--- config.mk ---
export PLATFORM = sky130hd
export DESIGN_NAME = hit_rate_meter_unit
export DESIGN_NICKNAME = d
export VERILOG_FILES = /design/src/rtl/core/hrm_pkg.sv /design/src/rtl/core/hrm_ram.sv /design/src/rtl/core/hrm_div.sv /design/src/rtl/core/hit_rate_meter_unit.sv
export SDC_FILE = /design/constraint.sdc
export NUM_CORES = 2
export LEC_CHECK = 0
export ABC_AREA = 1
export BUFFER_PORTS_ARGS = -buffer_cell sky130_fd_sc_hd__buf_4
export CORE_UTILIZATION = 25
export DETAILED_ROUTE_END_ITERATION = 10
export GPL_ROUTABILITY_DRIVEN = 1
export PLACE_DENSITY = 0.47
export SYNTH_ARGS = -nofsm -noshare
export SYNTH_HDL_FRONTEND = slang
export SYNTH_SLANG_ARGS = --single-unit
--- constraint.sdc ---
create_clock -name aclk -period 4.95 [get_ports aclk]
set_input_delay 0.99 -clock aclk [delete_from_list [all_inputs] [get_ports aclk]]
set_output_delay 0.99 -clock aclk [all_outputs]
set_load 0.01 [all_outputs]
--- src/rtl/core/hrm_pkg.sv ---
// ============================================================================
// Hit rate meter - package
// Shared constants, register indexes, sequencer states and divider types.
// ============================================================================
package hrm_pkg;

    // Hit time ring
    localparam int WINDOW_DEPTH = 16;
    localparam int PTR_W        = $clog2(WINDOW_DEPTH);
    localparam int CNT_W        = $clog2(WINDOW_DEPTH + 1);

    // Field widths
    localparam int TIME_W  = 32;
    localparam int Z_W     = 16;
    localparam int RATE_W  = 16;
    localparam int BAR_W   = 8;
    localparam int KIND_W  = 2;
    localparam int MS_W    = 16;

    // Stream payload widths
    localparam int S_TDATA_W = 48;
    localparam int M_TDATA_W = 48;
    localparam int M_TUSER_W = KIND_W;
    localparam int M_USED_W  = 3 + RATE_W + BAR_W + RATE_W;

    // Configuration port
    localparam int CFG_ADDR_W = 3;
    localparam int CFG_DATA_W = 16;

    localparam logic [CFG_ADDR_W-1:0] REG_HIT_THRESHOLD    = 3'd0;
    localparam logic [CFG_ADDR_W-1:0] REG_HIT_HOLDOFF_MS   = 3'd1;
    localparam logic [CFG_ADDR_W-1:0] REG_UPDATE_PERIOD_MS = 3'd2;
    localparam logic [CFG_ADDR_W-1:0] REG_HIT_TIMEOUT_MS   = 3'd3;
    localparam logic [CFG_ADDR_W-1:0] REG_MIN_HITS_TO_SHOW = 3'd4;
    localparam logic [CFG_ADDR_W-1:0] REG_BAR_LENGTH       = 3'd5;
    localparam logic [CFG_ADDR_W-1:0] REG_FULL_SCALE_RATE  = 3'd6;
    localparam logic [CFG_ADDR_W-1:0] REG_STORED_BEST_RATE = 3'd7;

    // Register reset values
    localparam logic signed [Z_W-1:0] HIT_THRESHOLD_RST = -16'sd17000;
    localparam logic [MS_W-1:0]   HIT_HOLDOFF_RST    = 16'd40;
    localparam logic [MS_W-1:0]   UPDATE_PERIOD_RST  = 16'd400;
    localparam logic [MS_W-1:0]   HIT_TIMEOUT_RST    = 16'd3000;
    localparam logic [CNT_W-1:0]  MIN_HITS_RST       = CNT_W'(7);
    localparam logic [BAR_W-1:0]  BAR_LENGTH_RST     = 8'd60;
    localparam logic [RATE_W-1:0] FULL_SCALE_RST     = 16'd800;
    localparam logic [RATE_W-1:0] STORED_BEST_RST    = 16'd0;

    // Hits per minute from a millisecond span
    localparam int RATE_SCALE = 60000;

    // Record codes
    localparam logic [KIND_W-1:0] REC_NONE = 2'd0;
    localparam logic [KIND_W-1:0] REC_DAY  = 2'd1;
    localparam logic [KIND_W-1:0] REC_ALL  = 2'd2;

    // Shared divider: numerator / quotient width and step counter
    localparam int DIV_W     = 24;
    localparam int DEN_W     = TIME_W;
    localparam int DIV_CNT_W = $clog2(DIV_W);

    typedef struct packed {
        logic             start;
        logic [DIV_W-1:0] num;
        logic [DEN_W-1:0] den;
    } hrm_div_req_t;

    typedef struct packed {
        logic             done;
        logic [DIV_W-1:0] quo;
    } hrm_div_rsp_t;

    // Sequencer states
    typedef enum logic [3:0] {
        S_IDLE,
        S_HIT,
        S_CHK,
        S_RD_NEW,
        S_RD_OLD,
        S_DIVR_GO,
        S_DIVR,
        S_MUL,
        S_DIVB_GO,
        S_DIVB,
        S_TMO,
        S_OUT
    } hrm_state_t;

endpackage

--- src/rtl/core/hrm_ram.sv ---
// ============================================================================
// Hit rate meter - generic RAM
// One write port, one read port, registered read data.
// ============================================================================
module hrm_ram #(
    parameter int WIDTH = 32,
    parameter int DEPTH = 16
) (
    input  logic                     aclk,
    input  logic                     we,
    input  logic [$clog2(DEPTH)-1:0] waddr,
    input  logic [WIDTH-1:0]         wdata,
    input  logic [$clog2(DEPTH)-1:0] raddr,
    output logic [WIDTH-1:0]         rdata
);

    logic [WIDTH-1:0] mem [DEPTH];

    // Write port
    always_ff @(posedge aclk) begin
        if (we) begin
            mem[waddr] <= wdata;
        end
    end

    // Registered read port
    always_ff @(posedge aclk) begin
        rdata <= mem[raddr];
    end

endmodule

--- src/rtl/core/hrm_div.sv ---
// ============================================================================
// Hit rate meter - shared divider
// Restoring divider, one quotient bit per cycle while busy, DIV_W bits per request.
// ============================================================================
module hrm_div (
    input  logic                  aclk,
    input  logic                  aresetn,
    input  hrm_pkg::hrm_div_req_t req,
    output hrm_pkg::hrm_div_rsp_t rsp
);

    logic                          busy_reg, busy_next;
    logic                          done_reg, done_next;
    logic [hrm_pkg::DIV_CNT_W-1:0] cnt_reg, cnt_next;
    logic [hrm_pkg::DEN_W-1:0]     rem_reg, rem_next;
    logic [hrm_pkg::DEN_W-1:0]     den_reg, den_next;
    logic [hrm_pkg::DIV_W-1:0]     quo_reg, quo_next;

    logic [hrm_pkg::DEN_W:0]       trial;
    logic [hrm_pkg::DEN_W:0]       diff;
    logic                          ge;

    // One restoring step: shift in the next numerator bit, try a subtract
    assign trial = {rem_reg, quo_reg[hrm_pkg::DIV_W-1]};
    assign diff  = trial - {1'b0, den_reg};
    assign ge    = (trial >= {1'b0, den_reg});

    always_comb begin
        busy_next = busy_reg;
        done_next = 1'b0;
        cnt_next  = cnt_reg;
        rem_next  = rem_reg;
        den_next  = den_reg;
        quo_next  = quo_reg;
        if (req.start) begin
            busy_next = 1'b1;
            cnt_next  = '0;
            rem_next  = '0;
            den_next  = req.den;
            quo_next  = req.num;
        end else if (busy_reg) begin
            rem_next = ge ? diff[hrm_pkg::DEN_W-1:0] : trial[hrm_pkg::DEN_W-1:0];
            quo_next = {quo_reg[hrm_pkg::DIV_W-2:0], ge};
            cnt_next = cnt_reg + hrm_pkg::DIV_CNT_W'(1);
            if (cnt_reg == hrm_pkg::DIV_CNT_W'(hrm_pkg::DIV_W - 1)) begin
                busy_next = 1'b0;
                done_next = 1'b1;
            end
        end
    end

    // Control state
    always_ff @(posedge aclk) begin
        if (!aresetn) begin
            busy_reg <= 1'b0;
            done_reg <= 1'b0;
            cnt_reg  <= '0;
        end else begin
            busy_reg <= busy_next;
            done_reg <= done_next;
            cnt_reg  <= cnt_next;
        end
    end

    // Datapath
    always_ff @(posedge aclk) begin
        rem_reg <= rem_next;
        den_reg <= den_next;
        quo_reg <= quo_next;
    end

    assign rsp.done = done_reg;
    assign rsp.quo  = quo_reg;

endmodule

--- src/rtl/core/hit_rate_meter_unit.sv ---
// A request with no rate update due runs S_HIT, S_CHK, S_TMO and S_OUT; one with
// an update due also reads the ring and runs up to two 24-bit divides on the
// shared divider. Requests are handled one at a time, with no overlap.
// Input ready is low from acceptance until the result enters the output register.
// Reset (aresetn low, synchronous): control state cleared, registers to defaults;
// the hit time RAM is not cleared.
// ============================================================================
// Hit rate meter - top level
// Detects hits in Z samples, keeps a ring of hit times, and derives a hit rate,
// a bar level and session records under a small sequencer.
// ============================================================================
module hit_rate_meter_unit (
    input  logic                            aclk,
    input  logic                            aresetn,
    // Configuration writes
    input  logic                            cfg_wr_en,
    input  logic [hrm_pkg::CFG_ADDR_W-1:0]  cfg_addr,
    input  logic [hrm_pkg::CFG_DATA_W-1:0]  cfg_wdata,
    // Sample stream
    input  logic                            s_tvalid,
    output logic                            s_tready,
    input  logic [hrm_pkg::S_TDATA_W-1:0]   s_tdata,  // accel_z[15:0], time_ms[47:16]
    // Result stream
    output logic                            m_tvalid,
    input  logic                            m_tready,
    output logic [hrm_pkg::M_TDATA_W-1:0]   m_tdata,  // hit_seen[0], bar_updated[1],
                                                      // rate_value[17:2], bar_level[25:18],
                                                      // session_ended[26],
                                                      // record_rate[42:27], zero[47:43]
    output logic [hrm_pkg::M_TUSER_W-1:0]   m_tuser   // record_kind[1:0]
);

    localparam int PW = hrm_pkg::PTR_W;
    localparam int CW = hrm_pkg::CNT_W;

    hrm_pkg::hrm_state_t state_reg, state_next;

    // Configuration registers
    logic signed [hrm_pkg::Z_W-1:0] thr_reg, thr_next;
    logic [hrm_pkg::MS_W-1:0]       holdoff_reg, holdoff_next;
    logic [hrm_pkg::MS_W-1:0]       period_reg, period_next;
    logic [hrm_pkg::MS_W-1:0]       timeout_reg, timeout_next;
    logic [CW-1:0]                  min_hits_reg, min_hits_next;
    logic [hrm_pkg::BAR_W-1:0]      bar_len_reg, bar_len_next;
    logic [hrm_pkg::RATE_W-1:0]     fs_reg, fs_next;

    // Session state
    logic [PW-1:0]                  wpos_reg, wpos_next;
    logic [CW-1:0]                  count_reg, count_next;
    logic [hrm_pkg::TIME_W-1:0]     last_hit_reg, last_hit_next;
    logic [hrm_pkg::TIME_W-1:0]     next_upd_reg, next_upd_next;
    logic                           active_reg, active_next;
    logic [hrm_pkg::RATE_W-1:0]     peak_reg, peak_next;
    logic [hrm_pkg::RATE_W-1:0]     day_best_reg, day_best_next;
    logic [hrm_pkg::RATE_W-1:0]     all_best_reg, all_best_next;
    logic [hrm_pkg::RATE_W-1:0]     last_rate_reg, last_rate_next;
    logic [hrm_pkg::BAR_W-1:0]      last_bar_reg, last_bar_next;

    // Per-request flags
    logic                           hit_flag_reg, hit_flag_next;
    logic                           upd_flag_reg, upd_flag_next;
    logic                           end_flag_reg, end_flag_next;
    logic [hrm_pkg::KIND_W-1:0]     kind_reg, kind_next;
    logic [hrm_pkg::RATE_W-1:0]     krate_reg, krate_next;

    // Working payload
    logic signed [hrm_pkg::Z_W-1:0] z_reg, z_next;
    logic [hrm_pkg::TIME_W-1:0]     now_reg, now_next;
    logic [hrm_pkg::TIME_W-1:0]     newest_reg, newest_next;
    logic [hrm_pkg::RATE_W-1:0]     rate_reg, rate_next;
    logic [hrm_pkg::DIV_W-1:0]      div_num_reg, div_num_next;
    logic [hrm_pkg::DEN_W-1:0]      div_den_reg, div_den_next;

    // Output register
    logic                           m_tvalid_reg, m_tvalid_next;
    logic [hrm_pkg::M_TDATA_W-1:0]  m_tdata_reg, m_tdata_next;
    logic [hrm_pkg::M_TUSER_W-1:0]  m_tuser_reg, m_tuser_next;

    // RAM and divider hookup
    logic                           ram_we;
    logic [PW-1:0]                  ram_waddr;
    logic [PW-1:0]                  ram_raddr;
    logic [hrm_pkg::TIME_W-1:0]     ram_rdata;
    hrm_pkg::hrm_div_req_t          div_req;
    hrm_pkg::hrm_div_rsp_t          div_rsp;

    // Decode helpers
    logic [hrm_pkg::TIME_W-1:0]     since_hit;
    logic [hrm_pkg::TIME_W-1:0]     to_update;
    logic [hrm_pkg::TIME_W-1:0]     span;
    logic                           is_hit;
    logic                           update_go;
    logic                           timed_out;
    logic                           can_load;
    logic [PW-1:0]                  wr_idx;
    logic [CW-1:0]                  base_count;
    logic [PW-1:0]                  newest_idx;
    logic [PW-1:0]                  oldest_idx;
    logic [hrm_pkg::RATE_W-1:0]     rate_sat;
    logic [hrm_pkg::BAR_W-1:0]      bar_sat;
    logic                           commit_en;
    logic [hrm_pkg::BAR_W-1:0]      commit_bar;

    // ------------------------------------------------------------------
    // Hit time ring and shared divider
    // ------------------------------------------------------------------
    hrm_ram #(
        .WIDTH (hrm_pkg::TIME_W),
        .DEPTH (hrm_pkg::WINDOW_DEPTH)
    ) u_hrm_ram (
        .aclk  (aclk),
        .we    (ram_we),
        .waddr (ram_waddr),
        .wdata (now_reg),
        .raddr (ram_raddr),
        .rdata (ram_rdata)
    );

    hrm_div u_hrm_div (
        .aclk    (aclk),
        .aresetn (aresetn),
        .req     (div_req),
        .rsp     (div_rsp)
    );

    // ------------------------------------------------------------------
    // Decode
    // ------------------------------------------------------------------
    assign since_hit = now_reg - last_hit_reg;
    assign to_update = now_reg - next_upd_reg;
    assign span      = newest_reg - ram_rdata;

    assign is_hit = (z_reg < thr_reg) &&
                    (!active_reg || (since_hit > {16'b0, holdoff_reg}));

    // A starting session writes from the ring's first slot
    assign wr_idx     = active_reg ? wpos_reg : '0;
    assign base_count = active_reg ? count_reg : '0;

    // Update due on a positive wrapped difference, with enough hits stored
    assign update_go = active_reg && (to_update != '0) && !to_update[hrm_pkg::TIME_W-1] &&
                       (count_reg > min_hits_reg) && (count_reg != '0);

    assign timed_out = active_reg && (since_hit > {16'b0, timeout_reg});

    assign newest_idx = (wpos_reg == '0) ? PW'(hrm_pkg::WINDOW_DEPTH - 1)
                                         : wpos_reg - PW'(1);
    assign oldest_idx = (CW'(wpos_reg) >= count_reg)
                      ? PW'(CW'(wpos_reg) - count_reg)
                      : PW'(CW'(wpos_reg) + CW'(hrm_pkg::WINDOW_DEPTH) - count_reg);

    // Saturation of divider results
    assign rate_sat = (div_rsp.quo > hrm_pkg::DIV_W'(16'hFFFF))
                    ? 16'hFFFF : div_rsp.quo[hrm_pkg::RATE_W-1:0];
    assign bar_sat  = (div_rsp.quo > hrm_pkg::DIV_W'(bar_len_reg))
                    ? bar_len_reg : div_rsp.quo[hrm_pkg::BAR_W-1:0];

    // Rate and bar land together; zero full scale gives a full bar
    assign commit_en  = ((state_reg == hrm_pkg::S_MUL) && (fs_reg == '0)) ||
                        ((state_reg == hrm_pkg::S_DIVB) && div_rsp.done);
    assign commit_bar = (state_reg == hrm_pkg::S_MUL) ? bar_len_reg : bar_sat;

    assign can_load = !m_tvalid_reg || m_tready;

    // ------------------------------------------------------------------
    // Sequencer: next state
    // ------------------------------------------------------------------
    always_comb begin
        state_next = state_reg;
        case (state_reg)
            hrm_pkg::S_IDLE:    if (s_tvalid) state_next = hrm_pkg::S_HIT;
            hrm_pkg::S_HIT:     state_next = hrm_pkg::S_CHK;
            hrm_pkg::S_CHK:     state_next = update_go ? hrm_pkg::S_RD_NEW : hrm_pkg::S_TMO;
            hrm_pkg::S_RD_NEW:  state_next = hrm_pkg::S_RD_OLD;
            hrm_pkg::S_RD_OLD:  state_next = (span == '0) ? hrm_pkg::S_TMO
                                                          : hrm_pkg::S_DIVR_GO;
            hrm_pkg::S_DIVR_GO: state_next = hrm_pkg::S_DIVR;
            hrm_pkg::S_DIVR:    if (div_rsp.done) state_next = hrm_pkg::S_MUL;
            hrm_pkg::S_MUL:     state_next = (fs_reg == '0) ? hrm_pkg::S_TMO
                                                            : hrm_pkg::S_DIVB_GO;
            hrm_pkg::S_DIVB_GO: state_next = hrm_pkg::S_DIVB;
            hrm_pkg::S_DIVB:    if (div_rsp.done) state_next = hrm_pkg::S_TMO;
            hrm_pkg::S_TMO:     state_next = hrm_pkg::S_OUT;
            hrm_pkg::S_OUT:     if (can_load) state_next = hrm_pkg::S_IDLE;
            default:            state_next = hrm_pkg::S_IDLE;
        endcase
    end

    // ------------------------------------------------------------------
    // Sequencer: outputs and datapath
    // ------------------------------------------------------------------
    always_comb begin
        thr_next       = thr_reg;
        holdoff_next   = holdoff_reg;
        period_next    = period_reg;
        timeout_next   = timeout_reg;
        min_hits_next  = min_hits_reg;
        bar_len_next   = bar_len_reg;
        fs_next        = fs_reg;
        wpos_next      = wpos_reg;
        count_next     = count_reg;
        last_hit_next  = last_hit_reg;
        next_upd_next  = next_upd_reg;
        active_next    = active_reg;
        peak_next      = peak_reg;
        day_best_next  = day_best_reg;
        all_best_next  = all_best_reg;
        last_rate_next = last_rate_reg;
        last_bar_next  = last_bar_reg;
        hit_flag_next  = hit_flag_reg;
        upd_flag_next  = upd_flag_reg;
        end_flag_next  = end_flag_reg;
        kind_next      = kind_reg;
        krate_next     = krate_reg;
        z_next         = z_reg;
        now_next       = now_reg;
        newest_next    = newest_reg;
        rate_next      = rate_reg;
        div_num_next   = div_num_reg;
        div_den_next   = div_den_reg;
        m_tvalid_next  = m_tvalid_reg && !m_tready;
        m_tdata_next   = m_tdata_reg;
        m_tuser_next   = m_tuser_reg;
        ram_we         = 1'b0;
        ram_waddr      = wr_idx;
        ram_raddr      = newest_idx;
        div_req.start  = 1'b0;
        div_req.num    = div_num_reg;
        div_req.den    = div_den_reg;

        // Register writes
        if (cfg_wr_en) begin
            case (cfg_addr)
                hrm_pkg::REG_HIT_THRESHOLD:    thr_next      = cfg_wdata;
                hrm_pkg::REG_HIT_HOLDOFF_MS:   holdoff_next  = cfg_wdata;
                hrm_pkg::REG_UPDATE_PERIOD_MS: period_next   = cfg_wdata;
                hrm_pkg::REG_HIT_TIMEOUT_MS:   timeout_next  = cfg_wdata;
                hrm_pkg::REG_MIN_HITS_TO_SHOW: min_hits_next = cfg_wdata[CW-1:0];
                hrm_pkg::REG_BAR_LENGTH:       bar_len_next  = cfg_wdata[hrm_pkg::BAR_W-1:0];
                hrm_pkg::REG_FULL_SCALE_RATE:  fs_next       = cfg_wdata;
                hrm_pkg::REG_STORED_BEST_RATE: all_best_next = cfg_wdata;
                default: ;
            endcase
        end

        case (state_reg)
            // Take the sample, clear the flags of the previous request
            hrm_pkg::S_IDLE: begin
                if (s_tvalid) begin
                    z_next        = s_tdata[15:0];
                    now_next      = s_tdata[47:16];
                    hit_flag_next = 1'b0;
                    upd_flag_next = 1'b0;
                    end_flag_next = 1'b0;
                    kind_next     = hrm_pkg::REC_NONE;
                    krate_next    = '0;
                end
            end
            // Hit detection, session start and ring write
            hrm_pkg::S_HIT: begin
                if (is_hit) begin
                    if (!active_reg) begin
                        active_next    = 1'b1;
                        peak_next      = '0;
                        last_rate_next = '0;
                        last_bar_next  = '0;
                        next_upd_next  = now_reg + {16'b0, period_reg};
                    end
                    hit_flag_next = 1'b1;
                    last_hit_next = now_reg;
                    ram_we        = 1'b1;
                    count_next    = (base_count < CW'(hrm_pkg::WINDOW_DEPTH))
                                  ? base_count + CW'(1) : base_count;
                    wpos_next     = (wr_idx == PW'(hrm_pkg::WINDOW_DEPTH - 1))
                                  ? '0 : wr_idx + PW'(1);
                end
            end
            // Newest read issued; rate numerator prepared
            hrm_pkg::S_CHK: begin
                ram_raddr    = newest_idx;
                div_num_next = hrm_pkg::DIV_W'(hrm_pkg::RATE_SCALE) *
                               hrm_pkg::DIV_W'(count_reg);
            end
            hrm_pkg::S_RD_NEW: begin
                newest_next = ram_rdata;
                ram_raddr   = oldest_idx;
            end
            hrm_pkg::S_RD_OLD: begin
                div_den_next = span;
            end
            hrm_pkg::S_DIVR_GO: begin
                div_req.start = 1'b1;
            end
            hrm_pkg::S_DIVR: begin
                if (div_rsp.done) begin
                    rate_next = rate_sat;
                end
            end
            // Bar numerator and full-scale divisor
            hrm_pkg::S_MUL: begin
                div_num_next = hrm_pkg::DIV_W'(bar_len_reg) * hrm_pkg::DIV_W'(rate_reg);
                div_den_next = hrm_pkg::DEN_W'(fs_reg);
            end
            hrm_pkg::S_DIVB_GO: begin
                div_req.start = 1'b1;
            end
            hrm_pkg::S_DIVB: ;
            // Session timeout and records
            hrm_pkg::S_TMO: begin
                if (timed_out) begin
                    end_flag_next = 1'b1;
                    active_next   = 1'b0;
                    if (count_reg == CW'(hrm_pkg::WINDOW_DEPTH)) begin
                        if (peak_reg > all_best_reg) begin
                            all_best_next = peak_reg;
                            day_best_next = peak_reg;
                            kind_next     = hrm_pkg::REC_ALL;
                            krate_next    = peak_reg;
                        end else if (peak_reg > day_best_reg) begin
                            day_best_next = peak_reg;
                            kind_next     = hrm_pkg::REC_DAY;
                            krate_next    = peak_reg;
                        end
                    end
                end
            end
            // Hand the result to the output register
            hrm_pkg::S_OUT: begin
                if (can_load) begin
                    m_tvalid_next = 1'b1;
                    m_tdata_next  = {
                        (hrm_pkg::M_TDATA_W - hrm_pkg::M_USED_W)'(0),
                        krate_reg, end_flag_reg, last_bar_reg, last_rate_reg,
                        upd_flag_reg, hit_flag_reg
                    };
                    m_tuser_next  = kind_reg;
                end
            end
            default: ;
        endcase

        // Rate and bar commit, peak tracking on a full ring, reschedule
        if (commit_en) begin
            last_rate_next = rate_reg;
            last_bar_next  = commit_bar;
            upd_flag_next  = 1'b1;
            next_upd_next  = now_reg + {16'b0, period_reg};
            if ((count_reg == CW'(hrm_pkg::WINDOW_DEPTH)) && (rate_reg > peak_reg)) begin
                peak_next = rate_reg;
            end
        end
    end

    // ------------------------------------------------------------------
    // Control and configuration registers
    // ------------------------------------------------------------------
    always_ff @(posedge aclk) begin
        if (!aresetn) begin
            state_reg     <= hrm_pkg::S_IDLE;
            thr_reg       <= hrm_pkg::HIT_THRESHOLD_RST;
            holdoff_reg   <= hrm_pkg::HIT_HOLDOFF_RST;
            period_reg    <= hrm_pkg::UPDATE_PERIOD_RST;
            timeout_reg   <= hrm_pkg::HIT_TIMEOUT_RST;
            min_hits_reg  <= hrm_pkg::MIN_HITS_RST;
            bar_len_reg   <= hrm_pkg::BAR_LENGTH_RST;
            fs_reg        <= hrm_pkg::FULL_SCALE_RST;
            wpos_reg      <= '0;
            count_reg     <= '0;
            last_hit_reg  <= '0;
            next_upd_reg  <= '0;
            active_reg    <= 1'b0;
            peak_reg      <= '0;
            day_best_reg  <= '0;
            all_best_reg  <= hrm_pkg::STORED_BEST_RST;
            last_rate_reg <= '0;
            last_bar_reg  <= '0;
            hit_flag_reg  <= 1'b0;
            upd_flag_reg  <= 1'b0;
            end_flag_reg  <= 1'b0;
            kind_reg      <= hrm_pkg::REC_NONE;
            krate_reg     <= '0;
            m_tvalid_reg  <= 1'b0;
        end else begin
            state_reg     <= state_next;
            thr_reg       <= thr_next;
            holdoff_reg   <= holdoff_next;
            period_reg    <= period_next;
            timeout_reg   <= timeout_next;
            min_hits_reg  <= min_hits_next;
            bar_len_reg   <= bar_len_next;
            fs_reg        <= fs_next;
            wpos_reg      <= wpos_next;
            count_reg     <= count_next;
            last_hit_reg  <= last_hit_next;
            next_upd_reg  <= next_upd_next;
            active_reg    <= active_next;
            peak_reg      <= peak_next;
            day_best_reg  <= day_best_next;
            all_best_reg  <= all_best_next;
            last_rate_reg <= last_rate_next;
            last_bar_reg  <= last_bar_next;
            hit_flag_reg  <= hit_flag_next;
            upd_flag_reg  <= upd_flag_next;
            end_flag_reg  <= end_flag_next;
            kind_reg      <= kind_next;
            krate_reg     <= krate_next;
            m_tvalid_reg  <= m_tvalid_next;
        end
    end

    // ------------------------------------------------------------------
    // Payload registers
    // ------------------------------------------------------------------
    always_ff @(posedge aclk) begin
        z_reg       <= z_next;
        now_reg     <= now_next;
        newest_reg  <= newest_next;
        rate_reg    <= rate_next;
        div_num_reg <= div_num_next;
        div_den_reg <= div_den_next;
        m_tdata_reg <= m_tdata_next;
        m_tuser_reg <= m_tuser_next;
    end

    assign s_tready = (state_reg == hrm_pkg::S_IDLE);
    assign m_tvalid = m_tvalid_reg;
    assign m_tdata  = m_tdata_reg;
    assign m_tuser  = m_tuser_reg;

endmodule

==> flow_summary.yaml <==
finish:
  fill_cells: 24444
  final_cells: 10120
  utilization_pct: 29.7
  multi_input_area_um2: 25100
  area_delta_synth_final_pct: 17.9
  finalNetCount: 7378
  largest_reg_flops: 512
  seq_area_um2: 29700
  drive_above_1_share_pct: 8.72
timing:
  tns_ns: 0
  finalHoldViolCount: 0
  rsz0062_at_grt: "yes"
  max_freq_mhz: 209
  finClkSkew_ns: 0.0553
  timing.final.crit_share_pct: 96.7
  whs_ns: 0.357
  finalSetupViolations: 0
  drv_slew: 0
  fin_crit_ns: 4.78
  max_slew_margin_pct: 17.5
  tightest_slew_ns: 1.24
power:
  peakVddDrop_mv: 0.280
  totalPowerFinal_mw: 36.0
  p_leak_nw: 28.3
  p_per_area_nw_per_um2: 520
routing:
  drtIter0Drc: 3321
  wire_per_inst_um: 18.1
  via_per_inst: 4.52
  finalWirelength_um: 183000
  dr.pass1.iters: 5
  drcViolationCount: 0
  vias: 45762
  final_antenna_net_count: 0
clock_tree:
  cts_root_buffer: "clkbuf_16"
  insertion_delay_ns: 0.79
  ctsHoldBuffers: 0
  cts_sinks: 1101
  clk_path_buf_depth: 3
  tritoncts: "done"
  numCtsBuffers: 133
  path_clk_slew_ns: 0.06
  htreeDepth: 4
run_status:
  status: "finished clean"
logic_synthesis:
  yosys.area_share.xor_xnor_pct: 1.62
  yosys.area_share.simple_pct: 18.4
  synth_mux_area_share_pct: 0.0170
  synth_compound_gate_area_share_pct: 11.7
  synthTopCellsByArea: "edfxtp_1 (39%), dfxtp_1 (11%), nand2_1 (8.5%)"
  synth_edf_count: 765
  yosysWarnings: 0
  synth_top_area_share_pct: 39.1
  syn-cell-area_um2: 58800
  yosysSeqAreaShare_pct: 50.5
  syn_inst: 6673
  async_reset_ff_share_pct: 0
  yosys.area.top_type: "edfxtp_1"
  synthAdderAreaFrac_pct: 10.5
  synth_area_per_cell_um2: 8.81
  synth_seq_cells: 1101
  synth_top_family_by_area: "simple AND/OR/NAND/NOR gates"
  synth_flop_cell: "edfxtp_1"
  synth_cell_types: 57
critical_path:
  path_class: "flop to flop"
  crit_buf_inv: 7
  start_kind: "flop"
  critPathArrivalTime_ns: 5.33
  cp_top_family: "adder cells"
  worstPathMaxFanout: 4
  crit_path_end_kind: "flop"
  crit_required_ns: 5.49
  slowest_stage: "fa_1"
  cpPeakStageDelay_ns: 0.53
  crit_chain: "buf_4 -> nand2_1 -> inv_1 -> fa_1 -> inv_1 -> fa_1 -> inv_1 -> fa_1 -> inv_1 -> fa_1 -> inv_1 -> ha_4 -> nand2_1 -> o21a_1 -> inv_1 -> nand2_1 -> o211ai_1 -> a21boi_1 -> o21ai_1 -> a21oi_1 -> o21ai_1 -> nand2_1"
  cp_common_cell: "inv_1"
place:
  place.gp.congestion: 0.862
  dp_cells: 9853
  place_hpwl_um: 130000
  port_buffers: 118
floorplan:
  core_um2: 233000
  pin_count: 124
  die_w_um: 487
  start_util_pct: 25.2
  die_area_um2: 237000
  die-height_um: 487
  num_rows: 177
min_path:
  hold_path_class: "primary input to flop"
grt:
  grt_pass1_vias: 44718
  globalRouteOverflowTotal: 0
  track_usage_pct: 15.2
  grt_max_degree: 175
  grt_pass1_wl_um: 277000
  antenna_found_initial: 5
job:
  cap_violations: 0
-- cell usage in the layout (no fill, tap or decap), types with 7 or more instances in the layout --
cell type and count:
a21oi_2 7, nor2_4 21, nand3_1 245, edfxtp_1 765, nand4_1 45, o221ai_1 68, a21o_1 10, a31oi_1 11
buf_12 28, xnor2_1 46, clkbuf_1 26, o211ai_1 41, clkbuf_8 13, bufinv_16 9, nor4_1 14, o21bai_1 15
nor3_1 105, o21ai_0 566, clkbuf_16 137, xor2_1 63, nand3b_1 18, o21a_1 14, o31ai_1 9, nand2_1 1334
inv_2 10, fa_1 95, a211oi_1 19, clkinv_1 13, buf_4 284, o21ai_1 25, inv_1 848, dfxtp_1 332
clkinv_2 24, a21oi_1 436, nor2_1 843, clkinv_16 7, ha_1 332
-- cell type report --
| cell class | count | share of cell area (%) |
|---|---|---|
| multi-input combinational | 4460 | 36.3 |
| inverter | 861 | 4.68 |
| tap | 3132 | 5.66 |
| clock buffer | 176 | 5.35 |
| antenna | 4 | 0.0144 |
| sequential | 1101 | 42.9 |
| clock inverter | 71 | 1.22 |
| timing repair buffer | 315 | 3.94 |
-- worst reg2reg max path, stage by stage, from the launching register on --
cell and delay (ns):
edfxtp_1 0.47, buf_4 0.19, nand2_1 0.06, inv_1 0.05, fa_1 0.53, inv_1 0.06, fa_1 0.53, inv_1 0.05
fa_1 0.53, inv_1 0.06, fa_1 0.53, inv_1 0.06, ha_4 0.28, nand2_1 0.07, o21a_1 0.19, inv_1 0.07
nand2_1 0.05, o211ai_1 0.15, a21boi_1 0.15, o21ai_1 0.21, a21oi_1 0.10, o21ai_1 0.11, nand2_1 0.06
-- per-stage QoR --
stage | cell area (um2) | setup slack, ns
after floorplan | 58800 | 0.0389
after global placement | 64500 | -0.115
after detailed placement | 64500 | -0.0658
after CTS | 69000 | 0.0232
after global routing | 69300 | -0.0274
final | 69300 | 0.166
-- synthesized netlist by cell type (16+ instances only) --
| library cell | n |
|---|---|
| a21oi_1 | 444 |
| xor2_1 | 63 |
| nor3_1 | 106 |
| a211oi_1 | 19 |
| inv_1 | 852 |
| o21ai_1 | 21 |
| o21ai_0 | 574 |
| nor2_1 | 864 |
| dfxtp_1 | 336 |
| edfxtp_1 | 765 |
| nand2_1 | 1337 |
| xnor2_1 | 46 |
| nand4_1 | 45 |
| nand3_1 | 246 |
| buf_2 | 39 |
| nand3b_1 | 18 |
| o211ai_1 | 41 |
| fa_1 | 97 |
| o21bai_1 | 16 |
| ha_1 | 337 |
| clkbuf_1 | 191 |
| o221ai_1 | 68 |
-- repair_timing --
action,CTS,global route
resized for setup,4,32
setup buffers,4,12
pin swaps,0,23
endpoints found under the setup margin,4,8
-- worst paths after layout --
kind,endpoint,cells past startpoint,start,slack [ns]
worst max register to register,div_num_reg[20],22,rate_reg[4],0.17
worst min-delay path,z_reg[3],1,s_tdata[3],0.36
worst min register to register,u_hrm_div.den_reg[12],0,div_den_reg[12],0.42
worst max-delay path,div_num_reg[20],22,rate_reg[4],0.17
-- power by group --
part / switching, mW / internal [mW] / leakage, nW
logic: 9.58 / 4.65 / 16.4
clock network: 4.20 / 5.84 / 2.22
registers: 0.489 / 11.3 / 9.64
total: 14.3 / 21.8 / 28.3
-- metal layers --
layer / up-vias / GRT usage, % / part of all wire [%]
li1: 22686 / - / -
met1: 21977 / 21.1 / 48
met2: 905 / 25.0 / 47
met3: 194 / 1.83 / 3.9
met4: 0 / 3.58 / 1.8
met5: - / 0 / 0
-- cells by family (layout without fill, tap and decap cells) --
group           count (synthesis)  in the layout
compound gates               1249           1249
other cells                     1              9
buf+inv                      1116           1423
simple gates                 2662           2662
fa+ha+maj                     434            434
mux                             1              1
flops                        1101           1101
xor+xnor                      109            109
Note: power is estimated with default switching activity, not from simulation.
